--- src/hw/rtl/dtef_pkg.sv ---
// Shared types, constants and fixed-point helpers of the evidence fusion block.
`default_nettype none
package dtef_pkg;

    localparam int MAX_CLASSES = 8;
    localparam int MAX_MODELS  = 4;
    localparam int FRAC_BITS   = 15;

    localparam int CLS_W = 3;
    localparam int MDL_W = 2;
    localparam int VAL_W = 16;
    localparam int NC_W  = 4;
    localparam int NM_W  = 3;

    localparam int TPL_DEPTH = MAX_CLASSES * MAX_MODELS * MAX_CLASSES;
    localparam int PRF_DEPTH = MAX_MODELS * MAX_CLASSES;

    localparam int NUM_W  = 32;
    localparam int DEN_W  = 20;
    localparam int DIST_W = 35;
    localparam int SUM_W  = 19;

    localparam logic [VAL_W-1:0] FX_ONE     = VAL_W'(1 << FRAC_BITS);
    localparam logic [NUM_W-1:0] RECIP_NUM  = NUM_W'(1 << (2 * FRAC_BITS));
    localparam logic [NUM_W-1:0] FX_HALF32  = NUM_W'(1 << (FRAC_BITS - 1));

    localparam logic KIND_TEMPLATE = 1'b0;
    localparam logic KIND_PROFILE  = 1'b1;

    localparam logic [1:0] CFG_CLASS_COUNT = 2'd0;
    localparam logic [1:0] CFG_MODEL_COUNT = 2'd1;

    typedef struct packed {
        logic             kind;
        logic [CLS_W-1:0] template_class;
        logic [MDL_W-1:0] model_index;
        logic [CLS_W-1:0] element_index;
        logic [VAL_W-1:0] value;
        logic             last;
    } t_in;

    typedef struct packed {
        logic [CLS_W-1:0] class_index;
        logic [VAL_W-1:0] support;
        logic             last_result;
        logic             tie;
        logic [CLS_W-1:0] winner;
    } t_out;

    typedef struct packed {
        logic             start;
        logic [NUM_W-1:0] num;
        logic [DEN_W-1:0] den;
    } t_div_req;

    typedef struct packed {
        logic             busy;
        logic             done;
        logic [NUM_W-1:0] quo;
    } t_div_rsp;

    // Rounded Q1.15 product, half up
    function automatic logic [VAL_W-1:0] fx_mul(input logic [VAL_W-1:0] a,
                                                input logic [VAL_W-1:0] b);
        logic [NUM_W-1:0] p;
        p = NUM_W'(a) * NUM_W'(b) + FX_HALF32;
        return p[FRAC_BITS +: VAL_W];
    endfunction

    // Clamp a quotient to 1.0
    function automatic logic [VAL_W-1:0] sat_one(input logic [NUM_W-1:0] q);
        return (q > NUM_W'(FX_ONE)) ? FX_ONE : q[VAL_W-1:0];
    endfunction

endpackage
`default_nettype wire

--- src/hw/rtl/dtef_div.sv ---
// Bit-serial rounded divider: (num + den/2) / den, zero for a zero divisor.
`default_nettype none
module dtef_div (
    input  wire logic              i_clk,
    input  wire logic              i_rst_n,
    input  wire dtef_pkg::t_div_req i_req,
    output dtef_pkg::t_div_rsp     o_rsp
);
    import dtef_pkg::*;

    logic             r_busy;
    logic             r_done;
    logic [4:0]       r_cnt;
    logic [NUM_W-1:0] r_q;
    logic [DEN_W-1:0] r_rem;
    logic [DEN_W-1:0] r_den;
    logic             r_zero;

    logic [DEN_W:0] rem_sh;
    logic           ge;
    logic [DEN_W:0] rem_new;

    always_comb begin
        rem_sh  = {r_rem, r_q[NUM_W-1]};
        ge      = rem_sh >= {1'b0, r_den};
        rem_new = ge ? (rem_sh - {1'b0, r_den}) : rem_sh;
    end

    always_ff @(posedge i_clk) begin
        if (!i_rst_n) begin
            r_busy <= 1'b0;
            r_done <= 1'b0;
        end else begin
            r_done <= 1'b0;
            if (i_req.start && !r_busy) begin
                r_q    <= i_req.num + NUM_W'(i_req.den >> 1);
                r_rem  <= '0;
                r_den  <= i_req.den;
                r_zero <= (i_req.den == '0);
                r_cnt  <= '0;
                r_busy <= 1'b1;
            end else if (r_busy) begin
                r_rem <= rem_new[DEN_W-1:0];
                r_q   <= {r_q[NUM_W-2:0], ge};
                r_cnt <= r_cnt + 5'd1;
                if (r_cnt == 5'd31) begin
                    r_busy <= 1'b0;
                    r_done <= 1'b1;
                end
            end
        end
    end

    assign o_rsp.busy = r_busy;
    assign o_rsp.done = r_done;
    assign o_rsp.quo  = r_zero ? '0 : r_q;

`ifndef SYNTHESIS
    a_done_after_busy: assert property (@(posedge i_clk) disable iff (!i_rst_n)
        r_done |-> $past(r_busy)) else $error("divider done without a running division");
    a_cnt_idle: assert property (@(posedge i_clk) disable iff (!i_rst_n)
        $fell(r_busy) |-> r_done) else $error("divider stopped early");
    a_no_restart: assert property (@(posedge i_clk) disable iff (!i_rst_n)
        r_busy && r_cnt != 5'd31 |=> r_busy) else $error("divider dropped busy mid-run");
`endif
endmodule
`default_nettype wire
--- config.mk ---
export PLATFORM = sky130hd
export DESIGN_NAME = dtef_div
export DESIGN_NICKNAME = d
export VERILOG_FILES = /design/src/hw/rtl/dtef_pkg.sv /design/src/hw/rtl/dtef_div.sv
export SDC_FILE = /design/constraint.sdc
export NUM_CORES = 1
export LEC_CHECK = 0
export BUFFER_PORTS_ARGS = -buffer_cell sky130_fd_sc_hd__buf_2
export CORE_ASPECT_RATIO = 1.5
export CORE_UTILIZATION = 35
export DETAILED_ROUTE_END_ITERATION = 10
export HOLD_SLACK_MARGIN = 0.12
export SLEW_MARGIN = 15
export SYNTH_ARGS = -nofsm -noshare
export SYNTH_HDL_FRONTEND = slang
export SYNTH_SLANG_ARGS = --single-unit
--- constraint.sdc ---
create_clock -name i_clk -period 9.7 [get_ports i_clk]
set_input_delay 2.91 -clock i_clk [delete_from_list [all_inputs] [get_ports i_clk]]
set_output_delay 2.91 -clock i_clk [all_outputs]
set_load 0.03 [all_outputs]
# Word-level counts from Yosys, hierarchy flattened
# Cells that the tools add are included.
# op_classes
n_mux,10
addsub,3
bitwise_logic,2
eq_ne,1
n_reduce_logical,7
magnitude_cmp,1
# ops
cell,count
2-to-1 mux 32 bit,3
2-to-1 mux 20 bit,2
adder 32 x 19 -> 32 bit,1
>= comparator 21 x 20 -> 1 bit,1
zero test 20 bit,1
subtractor 20 bit,1
"adder 5 x 1 -> 5 bit, second input constant",1
"== test 5 bit, second input constant",1
2-to-1 mux 5 bit,1
2-to-1 mux 1 bit,4
AND reduction 2 bit,2
OR reduction 3 bit,1
NOT 1 bit,2
nonzero test 2 bit,1
logical AND 1 bit,1
zero test 1 bit,1
# totals
register_bits,80
elab_cells,31
input_bits,55
out_inout_bits,34

# Longest topological paths before layout
# depth
ltp_word,4
ltp_mapped,12
ltp_nobuf,11

# Least setup slack after synthesis
# No wires, ideal clock.
# synth_path
path_type,input to register
start,input port i_req[1] (netlist name)
end,register r_q[22] (data pin)
required_time_ps,9435
path_buffers,0
arrival_ps,5005
stages,10
slack_ps,4431
setup_time_ps,265
path_cell_list,ha_1 -> fa_1 -> a21oi_1 -> nor2_1 -> o311ai_1 -> a211oi_2 -> a31o_2 -> and3_1 -> xnor2_1 -> o21ai_1
# synth_via
elab_chain_len,2
# synth_rtl
item,line_no,text
start: declaration,dtef_div.sv:6,"input wire dtef_pkg::t_div_req i_req,"
adder 32 x 19 -> 32 bit,dtef_div.sv:36,r_q <= i_req.num + NUM_W'(i_req.den >> 1);
2-to-1 mux 32 bit,dtef_div.sv:35,if (i_req.start && !r_busy) begin
end signal: assignment,dtef_div.sv:36,
end signal: assignment,dtef_div.sv:44,"r_q <= {r_q[NUM_W-2:0], ge};"
end: declaration,dtef_div.sv:14,logic [NUM_W-1:0] r_q;
# Every way passes these cells.
# A chain may end at the register's enable or synchronous reset.

# Worst setup path in the final report
# Same ends and word-level chain as after synthesis.

==> metrics.yaml <==
route:
  postRouteWirelength_microns: 15100
  dr.pass1.iters: 5
  drt-initial-drc-count: 233
  avgRoutedWirePerCell_microns: 17.0
  drcViolationCount: 0
  num_vias: 4714
  vias_per_cell: 5.30
  postRouteAntennaNets: 0
min_path:
  holdCritPathClass: "flop to flop"
  hold_path_startpoint: "r_q[4]"
yosys:
  seq_area_frac_synth: 0.416
  async_flop_share: 0
  synth.top_cells.by_area: "edfxtp_1 41%, ha_1 9.0%, nand2_1 4.6%"
  synth_ff_type: "edfxtp_1"
  synth_cells: 599
  yosysTopAreaCellShare: 0.409
  synth_area_sq_mm: 0.00573
  ys_ff_latch: 80
  syn_area_per_cell_sq_um: 9.57
  synth.distinct_cells: 63
  netlist.top_cell.by_area: "edfxtp_1"
  syn-num-nets: 697
  synth-edff-count: 78
  yosys_warnings: 0
clocking:
  cts_setup_buffers: 0
  cts_tree: "done"
  cts_buffer_depth: 2
  clock_latency_ps: 340
  hold_buffers: 0
  cts_root_buf: "clkbuf_16"
  cts.sinks: 80
  clk_pin_slew_worst_paths_ps: 60
  cts_repair_resize_count: 0
  cts_max_level: 3
  numCtsBuffers: 9
global_routing:
  grt-ovfl-total: 0
  antenna_found_initial: 0
  grt_pass1_wl_microns: 24300
  grt_usage: 0.184
  grt_pass1_vias: 4896
  grt_max_degree: 66
critical_path:
  worst-endpoint-required_ps: 9770
  critical_path.startpoint: "i_req[1]"
  crit_arrival_ps: 5390
  crit_type: "primary input to flop"
  reg2reg_depth: 9
  rr_endpoint: "r_rem[18]"
  endpoint_kind: "flop"
  crit_fanout: 6
  reg2reg_from: "r_rem[11]"
  start_kind: "primary input"
  crit_end: "r_q[22]"
  rrSetupSlack_ps: 6410
sta:
  slew_headroom: 0.271
  finalMaxSlewViolations: 0
  final-setup-viol-count: 0
  tightest_slew_ps: 1090
  hold_violations: 0
  fin_skew_ps: 7.34
  min_period_ps: 5330
  fmax_mhz: 188
  rsz0062_at_grt: "false"
  post-route-period-util: 0.549
  tns_ps: 0
final_layout:
  multi_input_area_sq_mm: 0.00316
  drive_gt1_frac: 0.192
  area_growth_pct: 17.0
  layout_commonest_cell: "buf_2"
  stdcell_count: 889
  final_nets: 779
  seq_area_sq_mm: 0.00238
  n_antenna_cell: 0
  layout_common_cells: "88 x buf_2, 78 x edfxtp_1, 70 x nand2_1"
  fill_cells: 1611
status:
  outcome: "complete, no violations"
placed_design:
  hpwl_microns: 11400
  dp.cells: 872
  io_buffers: 88
  routabilityCongestion: 0.874
pwr:
  power.density_mw_per_mm2: 173
  leakagePower_nw: 2.76
  peakVddDrop_mv: 0.0870
floorplanning:
  io_pins: 89
  fp.dieW_microns: 106
  rows: 56
  core_sq_mm: 0.0158
  start_util: 0.362
  dieHeight_microns: 159
  die_area_sq_mm: 0.0169
run:
  drv_cap: 0
worst min path at each step:
| stage | end | depth (start not counted) |
|---|---|---|
| final | r_q[5] | 2 |
| after CTS | r_q[5] | 2 |
| after global routing | r_q[5] | 2 |
| after detailed placement | r_q[5] | 2 |
| after global placement | r_busy | 1 |
| after floorplan | r_busy | 1 |
through the flow:
stage | hold slack, ps | setup slack [ps] | power [mW] | util | instance area [sq um]
after detailed placement | 532 | 4000 | 0.791 | 0.401 | 6350
after global routing | 567 | 4180 | 1.22 | 0.423 | 6710
after floorplan | 487 | 4430 | 0.705 | - | 5730
after CTS | 547 | 4350 | 1.17 | 0.422 | 6680
final | 542 | 4370 | 1.16 | 0.423 | 6710
after global placement | 533 | 4010 | 0.785 | 0.401 | 6350
logic make-up (layout without fill, tap and decap cells):
| family | count (synthesis) | count (layout) | share of synthesized area |
|---|---|---|---|
| adder cells (fa/ha/maj) | 43 | 43 | 0.0965 |
| flip-flops | 80 | 80 | 0.416 |
| buffers and inverters | 45 | 132 | 0.0343 |
| AND/OR/NAND/NOR | 241 | 241 | 0.209 |
| XOR/XNOR | 42 | 42 | 0.0642 |
| AO/OA/AOI/OAI | 140 | 140 | 0.166 |
| multiplexers | 8 | 8 | 0.0140 |
cell usage after synthesis (all sizes together), types with 2 or more instances:
| library cell | instances |
|---|---|
| nand3 | 15 |
| o21bai | 2 |
| nand2b | 5 |
| mux2i | 8 |
| nor4b | 2 |
| xnor2 | 24 |
| o31ai | 2 |
| nor3 | 15 |
| and3 | 10 |
| nand3b | 2 |
| inv | 25 |
| nor3b | 3 |
| nor2b | 37 |
| ha | 41 |
| clkbuf | 11 |
| and2 | 7 |
| a21oi | 35 |
| fa | 2 |
| o211ai | 2 |
| buf | 9 |
| nand2 | 70 |
| a221o | 2 |
| dfxtp | 2 |
| xor2 | 18 |
| o21ai | 51 |
| nor2 | 56 |
| a21o | 9 |
| o21a | 5 |
| a211oi | 12 |
| edfxtp | 78 |
| or3 | 3 |
| a31oi | 5 |
| a21boi | 2 |
| nand4 | 9 |
| nor4 | 5 |
power breakdown:
part | internal [mW] | leakage [nW] | total (mW) | switching (mW)
clock network | 0.229 | 0.154 | 0.379 | 0.151
registers | 0.424 | 0.763 | 0.440 | 0.0164
logic | 0.135 | 1.84 | 0.344 | 0.209
total | 0.787 | 2.76 | 1.16 | 0.376
metal layers:
| metal | GRT usage | part of all wire | up-vias |
|---|---|---|---|
| met2 | 0.339 | 0.54 | 116 |
| li1 | - | - | 2337 |
| met1 | 0.207 | 0.40 | 2237 |
| met3 | 0.0267 | 0.041 | 24 |
| met5 | 0 | 0 | - |
| met4 | 0.0747 | 0.026 | 0 |
cell type report:
| class | instances | share of cell area |
|---|---|---|
| clock buffer | 9 | 0.0336 |
| clock inverter | 7 | 0.0155 |
| multi-input combinational | 474 | 0.472 |
| tap | 203 | 0.0379 |
| sequential | 80 | 0.355 |
| timing repair buffer | 91 | 0.0720 |
| inverter | 25 | 0.0140 |
flip-flops by register name (all words and copies together) (netlist names):
name and count:
r_busy 1, r_cnt 5, r_den 20, r_done 1, r_q 32, r_rem 20
r_zero 1
critical path, cell delays in order:
cell      delay, ps
buf_2           120
ha_1            240
fa_1            410
a21oi_1         190
nor2_1           90
o311ai_1        480
a211oi_2        210
a31o_2          340
and3_1          200
xnor2_1         130
o21ai_1          70
Power figures use the tool's default switching activity.
