<file path="config.mk">
export PLATFORM = sky130hd
export DESIGN_NAME = dtef_ram
export DESIGN_NICKNAME = d
export VERILOG_FILES = /design/src/hw/rtl/dtef_ram.sv
export SDC_FILE = /design/constraint.sdc
export NUM_CORES = 1
export LEC_CHECK = 0
export CORE_ASPECT_RATIO = 2
export CORE_MARGIN = 2
export CORE_UTILIZATION = 40
export CTS_CLUSTER_DIAMETER = 50
export CTS_CLUSTER_SIZE = 20
export DETAILED_ROUTE_END_ITERATION = 10
export DONT_BUFFER_PORTS = 1
export PLACE_DENSITY = 0.64
export SLEW_MARGIN = 5
export SYNTH_ARGS = -nofsm -noshare
export SYNTH_HDL_FRONTEND = slang
export SYNTH_SLANG_ARGS = --single-unit
</file>
<file path="constraint.sdc">
create_clock -name i_clk -period 4 [get_ports i_clk]
set_input_delay 0.4 -clock i_clk [delete_from_list [all_inputs] [get_ports i_clk]]
set_output_delay 0.4 -clock i_clk [all_outputs]
set_load 0.01 [all_outputs]
</file>
<file path="src/hw/rtl/dtef_ram.sv">
// Generic single-write, single-read RAM with registered read data.
`default_nettype none
module dtef_ram #(
    parameter int WIDTH = 16,
    parameter int DEPTH = 32,
    localparam int ADDR_W = $clog2(DEPTH)
) (
    input  wire logic              i_clk,
    input  wire logic              i_we,
    input  wire logic [ADDR_W-1:0] i_waddr,
    input  wire logic [WIDTH-1:0]  i_wdata,
    input  wire logic [ADDR_W-1:0] i_raddr,
    output logic      [WIDTH-1:0]  o_rdata
);
    logic [WIDTH-1:0] r_mem [DEPTH];
    logic [WIDTH-1:0] r_rdata;

    always_ff @(posedge i_clk) begin
        if (i_we) begin
            r_mem[i_waddr] <= i_wdata;
        end
        r_rdata <= r_mem[i_raddr];
    end

    assign o_rdata = r_rdata;
endmodule
`default_nettype wire

</file>
### Word-level counts from Yosys, hierarchy flattened

Memory sizes are Yosys's and may differ from the RTL's. A register that Yosys moved wholly into a read port is not among the register bits.
Index checks and enable logic that the tools add are counted.

| word-level totals | value |
|---|---|
| bits in writable memories | 512 |
| word-level logic and storage cells | 3 |
| output and inout bits | 16 |
| register bits after elaboration | 0 |
| bits of input ports | 28 |
| memories kept | 1 |

Memories:

| memory | depth | width | read ports | clocked after memory_dff | wr ports | line | RTL |
|---|---|---|---|---|---|---|---|
| r_mem | 32 | 16 | 1 | 1 | 1 | 15 | `logic [WIDTH-1:0] r_mem [DEPTH];` |

| cells by class | value |
|---|---|
| mux-type cells | 2 |

Operators by type and width:

| operator | number |
|---|---|
| 1-bit two-way mux | 2 |

### Logic depth before layout (Yosys ltp)

Gate-level depths: netlist (run 1).

| depth | value |
|---|---|
| depth in word-level cells | 2 |
| depth in mapped cells | 8 |
| gate-level depth less buffers | 5 |

### Worst setup path after synthesis (run 1)

No wires, ideal clock.

| timing path | value |
|---|---|
| path type | input-to-reg |
| start | input port i_waddr[1] |
| end | memory r_mem[12][0], enable pin |
| buffers on the path | 1 |
| library setup time | 0.388 ns |
| arrival time | 1.752 ns |
| stages | 3 |
| data required time | 3.612 ns |
| setup slack | 1.860 ns |
| cell sequence | or3b_2 clkbuf_1 nor2_1 |

RTL lines:

| what | line | RTL |
|---|---|---|
| start, declared | 10 | `input wire logic [ADDR_W-1:0] i_waddr,` |
| end, declared | 15 |  |

Straight into the memory's write port.

==> results.json, run 1 <==
{
  "first_global_vias": 10300,
  "async_flop_share_pct": 0,
  "rsz0062_at_grt": "false",
  "met2WireLength_um": 26100,
  "initial_core_util_pct": 40.4,
  "die_w_um": 164,
  "cts_tree": "done",
  "setup.worst_path.start": "i_raddr[1]",
  "finClkSkew_ns": 0.0123,
  "drv_slew": 0,
  "io_buffer_count": 0,
  "rr_worst_depth": 5,
  "coreArea_um2": 50800,
  "htree_levels": 1,
  "track_usage_pct": 17.6,
  "dr.pass1.iters": 5,
  "cts_root_buf": "clkbuf_16",
  "yosys-top-cells-area": "edfxtp_1 (75%), mux2i_1 (12%), a22oi_1 (2.3%)",
  "dr.first_iter.drc_count": 787,
  "drive_gt1_share_pct": 8.02,
  "clockBufferDepth": 3,
  "ir_drop_uv": 317,
  "io_pins": 44,
  "drc_errors": 0,
  "critPathCapture": "o_rdata[9]",
  "yosysWarnings": 0,
  "start_kind": "input pin",
  "r2r_start": "r_mem[25][9]",
  "syn_to_final_growth_pct": 8.73,
  "synth-adder-area-share_pct": 0,
  "mostFrequentLayoutCells": "edfxtp_1 (512), mux2i_1 (256), a22oi_1 (64)",
  "seqCellArea_um2": 15700,
  "critPathRequiredTime_ns": 4.46,
  "via_count": 10200,
  "status": "completed",
  "max_freq_ghz": 0.478,
  "ys_types": 26,
  "synth-edff-count": 512,
  "synth_top_area_share_pct": 74.9,
  "synth_mux_area_share_pct": 12.5,
  "cts.sinks": 528,
  "fp.dieH_um": 324,
  "multi_input_area_um2": 4340,
  "setup_viol": 0,
  "avgSynthCellArea_um2": 18.0,
  "synth_top_family_by_area": "multiplexers",
  "dp_slack_ns": 1.66,
  "clk_latency_ns": 0.59,
  "synth_cells": 1143,
  "finalWorstSetupSlack_ns": 1.91,
  "grt_overflow": 0,
  "dpl_cell_area_um2": 21100,
  "syn-num-nets": 1171,
  "vias_per_cell": 5.52,
  "drtAntennaViolNets": 0,
  "r2r-end": "o_rdata[9]",
  "finalCriticalPeriod_ns": 2.09,
  "grt_pass1_wl_um": 68600,
  "synth_seq_cells": 528,
  "fillers": 4283,
  "synth_compound_area_share_pct": 4.97,
  "cts_buffers": 30,
  "crit_arrival_ns": 2.55,
  "path_class": "input pin to flip-flop",
  "avgRoutedWirePerCell_um": 25.5,
  "regToRegSetupSlack_ns": 2.32,
  "yosys.area_share.xor_xnor_pct": 0,
  "dp_hpwl_um": 29900,
  "synth_area_um2": 20500,
  "worstSetupEndpointType": "flip-flop",
  "setup_tns_ns": 0,
  "dieArea_um2": 53300,
  "grt_start_max_net_pins": 257,
  "clk_pin_slew_ns": 0.08,
  "cp_max_fo": 26,
  "worstMarginPinSlew_ns": 1.22,
  "p_leak_nw": 7.55,
  "top_layer_used": "met4",
  "cts_resized": 0,
  "synth_ff_type": "edfxtp_1",
  "yosys.area.top_type": "edfxtp_1",
  "design_area_um2": 22300,
  "m1WireLength_um": 17100,
  "num_rows": 117,
  "wl_met3_um": 2190,
  "synth-seq-area-share_pct": 76.4,
  "final_common_cell": "edfxtp_1",
  "antenna_found_initial": 2,
  "cap_violations": 0,
  "p_per_area_nw_per_um2": 439,
  "totalWireLength_um": 47000,
  "synthSimpleGateAreaFrac_pct": 3.49,
  "hp-class": "input pin to flip-flop",
  "nets": 1190,
  "period_share_pct": 52.3,
  "finalHoldViolations": 0,
  "gp_congestion": 0.839,
  "slew_headroom_pct": 18.1
}
[worst min path at each step]
| stage | end | cells after the start | slack [ns] | from |
|---|---|---|---|---|
| after floorplan | r_mem[0][0] | 0 | 0.50 | i_wdata[0] |
| after global placement | r_mem[13][14] | 0 | 0.50 | i_wdata[14] |
| after detailed placement | r_mem[1][1] | 0 | 0.50 | i_wdata[1] |
| after CTS | o_rdata[7] | 2 | 0.001 | i_raddr[4] |
| after global routing | o_rdata[10] | 2 | 0.02 | i_raddr[3] |
| final | o_rdata[7] | 2 | 0.02 | i_raddr[4] |
[what timing repair did]
action                    in CTS  in global routing
buffers inserted               0                  0
hold endpoints to repair     517                  0
hold buffers                  19                  0
[layer usage]
| metal | vias up | track usage [%] |
|---|---|---|
| met5 | - | 0 |
| met4 | 0 | 6.05 |
| met3 | 72 | 2.23 |
| met2 | 318 | 33.3 |
| met1 | 5202 | 20.0 |
| li1 | 4571 | - |
[cells by family (layout without fill, tap and decap cells)]
family,Yosys count,after routing
other,0,2
AND/OR/NAND/NOR,148,148
AO/OA/AOI/OAI,144,144
multiplexers,256,256
buffers and inverters,67,109
flip-flops,528,528
[worst max-delay path, stage by stage]
cell	delay [ns]
nor2b_4	0.46
buf_4	0.45
buf_4	0.30
a22oi_1	0.15
nand4_1	0.13
dlygate4sd3_1	0.55
nand3_1	0.07
[cell type report]
type / instances / area share, %
sequential: 528 / 70.3
multi-input combinational: 548 / 19.4
clock buffer: 54 / 3.86
tap: 654 / 3.66
timing repair buffer: 54 / 2.67
clock inverter: 1 / 0.0728
antenna: 2 / 0.0224
[cell usage after synthesis (19+ instances only)]
cell type	instances
a22oi_1	64
nand2_1	33
nand3_1	34
buf_4	19
a22o_1	32
nor2_1	33
a21oi_1	32
buf_2	19
edfxtp_1	512
mux2i_1	256
[where the power goes]
part	switching, mW	total, mW	leakage (nW)	internal [mW]
sequential	0.0533	6.19	4.75	6.14
clock	1.65	3.12	0.416	1.46
combinational	0.294	0.482	2.39	0.188
[flip-flops by register name (all words and copies together) (netlist names)]
| register | flops |
|---|---|
| r_mem | 512 |
| o_rdata | 16 |
[stage by stage]
step	util [%]	cells	hold WS [ns]	total power [mW]
2_1_floorplan	-	1143	0.499	6.64
3_3_place_gp	41.6	1765	0.503	6.68
3_5_place_dp	41.6	1765	0.502	6.69
4_1_cts	43.9	1839	0.00141	9.87
5_1_grt	44.0	1841	0.0195	10.1
6_report	44.0	1841	0.0171	9.79
No activity file was read; power rests on OpenSTA's default activity.
==> run 2, diff against run 1 <==
clock period = 2 ns   (was 4 ns; I/O delays follow)
==> run 2 against run 1 <==
Net effect: global-route usage grew 0.65 points; clock power grew 100%; non-clock buffer count grew 53; highest routed layer unchanged.
==> results.json, run 2 (same netlist as run 1, synthesis figures left out) <==
{
  "drv_slew": 0,
  "period_share_pct": 93.8,
  "grt_pass1_wl_um": 71200,
  "initial_core_util_pct": 40.4,
  "p_int_mw": 15.6,
  "gp_congestion": 0.836,
  "crit_arrival_ns": 2.35,
  "p_per_area_nw_per_um2": 865,
  "slowest_delay_ns": 0.59,
  "power_frac_clock_pct": 31.9,
  "cts_tree": "done",
  "start_kind": "input pin",
  "worstMarginPinSlew_ns": 0.969,
  "io_buffer_count": 0,
  "swShare_pct": 20.8,
  "dp_slack_ns": 0.236,
  "clk_latency_ns": 0.60,
  "first_global_vias": 10700,
  "critPathTopFamily": "buffers and inverters",
  "dr.pass1.iters": 5,
  "cap_violations": 0,
  "io_pins": 44,
  "setup_viol": 0,
  "fp.dieH_um": 324,
  "num_rows": 117,
  "avgRoutedWirePerCell_um": 25.7,
  "antenna_found_initial": 0,
  "p_seq_share_pct": 62.7,
  "power_switching_mw": 4.11,
  "cts.sinks": 528,
  "drc_errors": 0,
  "totalWireLength_um": 48700,
  "grt_overflow": 0,
  "largest_reg_flops": 512,
  "regMostFlops": "r_mem",
  "vias_per_cell": 5.46,
  "drive_gt1_share_pct": 10.6,
  "dieArea_um2": 53300,
  "p_leak_nw": 7.83,
  "fillers": 4293,
  "setup_tns_ns": 0,
  "slowest_stage": "dlygate4sd3_1",
  "dp_hpwl_um": 31500,
  "finalWorstSetupSlack_ns": 0.124,
  "crit_top_cell": "dlygate4sd3_1",
  "path_buf_inv": 3,
  "htree_levels": 1,
  "dr.first_iter.drc_count": 871,
  "finalCriticalPeriod_ns": 1.88,
  "die_w_um": 164,
  "crit_path_cell_trace": "dlygate4sd3_1, nor2_4, buf_4, a22oi_1, nand4_1, dlygate4sd3_1, nand3_1",
  "design_area_um2": 22800,
  "layout.cells.non_filler": 1893,
  "clockBufferDepth": 3,
  "mostFrequentLayoutCells": "edfxtp_1 (512), mux2i_1 (256), a22oi_1 (64)",
  "finClkSkew_ns": 0.0263,
  "drtAntennaViolNets": 0,
  "track_usage_pct": 18.3,
  "syn_to_final_growth_pct": 11.2,
  "final_common_cell": "edfxtp_1",
  "finalHoldViolations": 0,
  "rsz0062_at_grt": "false",
  "cts_buffers": 30,
  "p_total_mw": 19.8,
  "hp-class": "input pin to flip-flop",
  "cts_root_buf": "clkbuf_16",
  "worstSetupEndpointType": "flip-flop",
  "coreArea_um2": 50800,
  "max_freq_ghz": 0.533,
  "clk_pin_slew_ns": 0.09,
  "combPwrFrac_pct": 5.4,
  "path_class": "input pin to flip-flop",
  "status": "completed",
  "post_cts_buffers": 0,
  "grt_start_max_net_pins": 257,
  "dp.cells": 1796,
  "ir_drop_uv": 720,
  "nets": 1243,
  "antenna_cells": 0,
  "slew_headroom_pct": 35.2,
  "dpl_cell_area_um2": 21400,
  "critPathRequiredTime_ns": 2.47,
  "cp_max_fo": 20,
  "via_count": 10300
}
==> run 2: cell types whose count changed in the layout (fill, tap and decap cells not counted), moves of 2 or more <==
cell	delta
buf_4	+29
buf_12	+5
dlygate4sd3_1	+19
clkinv_2	+2
diode_2	-2
==> run 2: metal layers <==
layer	up-vias	track usage, %	routed length (um)	share of wire (%)
li1	4685	-	-	-
met1	5308	19.7	16800	35
met2	258	35.6	28100	58
met3	84	1.99	1930	4.0
met4	0	6.75	1850	3.8
met5	-	0	0	0
==> run 2: timing repair <==
item                      4_1_cts  5_1_grt
hold endpoints to repair      530        0
resized for setup               0        0
hold buffers                   41        0
==> run 2: through the flow <==
step	hold slack, ns	utilization, %
2_1_floorplan	0.299	-
3_3_place_gp	0.301	42.1
3_5_place_dp	0.300	42.1
4_1_cts	0.00108	44.9
5_1_grt	0.0338	44.9
6_report	0.0204	44.9
==> run 2: power by group through the flow <==
stage / combinational (mW) / clock (mW) / sequential [mW]
CTS: 1.07 / 6.41 / 12.4
global route: 1.13 / 6.80 / 12.4
floorplan: 0.691 / 0 / 12.6
finish: 1.07 / 6.30 / 12.4
global placement: 0.751 / 0 / 12.6
detailed placement: 0.758 / 0 / 12.7
==> run 2: cell type report <==
type	instances	area [um^2]	area share, %
clock buffer	53	858	3.76
timing repair buffer	107	1100	4.83
clock inverter	3	17.5	0.0767
tap	654	818	3.58
multi-input combinational	548	4340	19.0
sequential	528	15700	68.7
==> run 2: worst paths after layout <==
kind / startpoint / to / slack [ns] / depth (start not counted)
worst max-delay path: i_raddr[2] / o_rdata[4] / 0.12 / 7
worst min-delay path: i_waddr[4] / r_mem[29][3] / 0.02 / 2
worst max register to register: r_mem[31][4] / o_rdata[4] / 0.38 / 5
worst min register to register: r_mem[16][15] / o_rdata[15] / 0.62 / 4
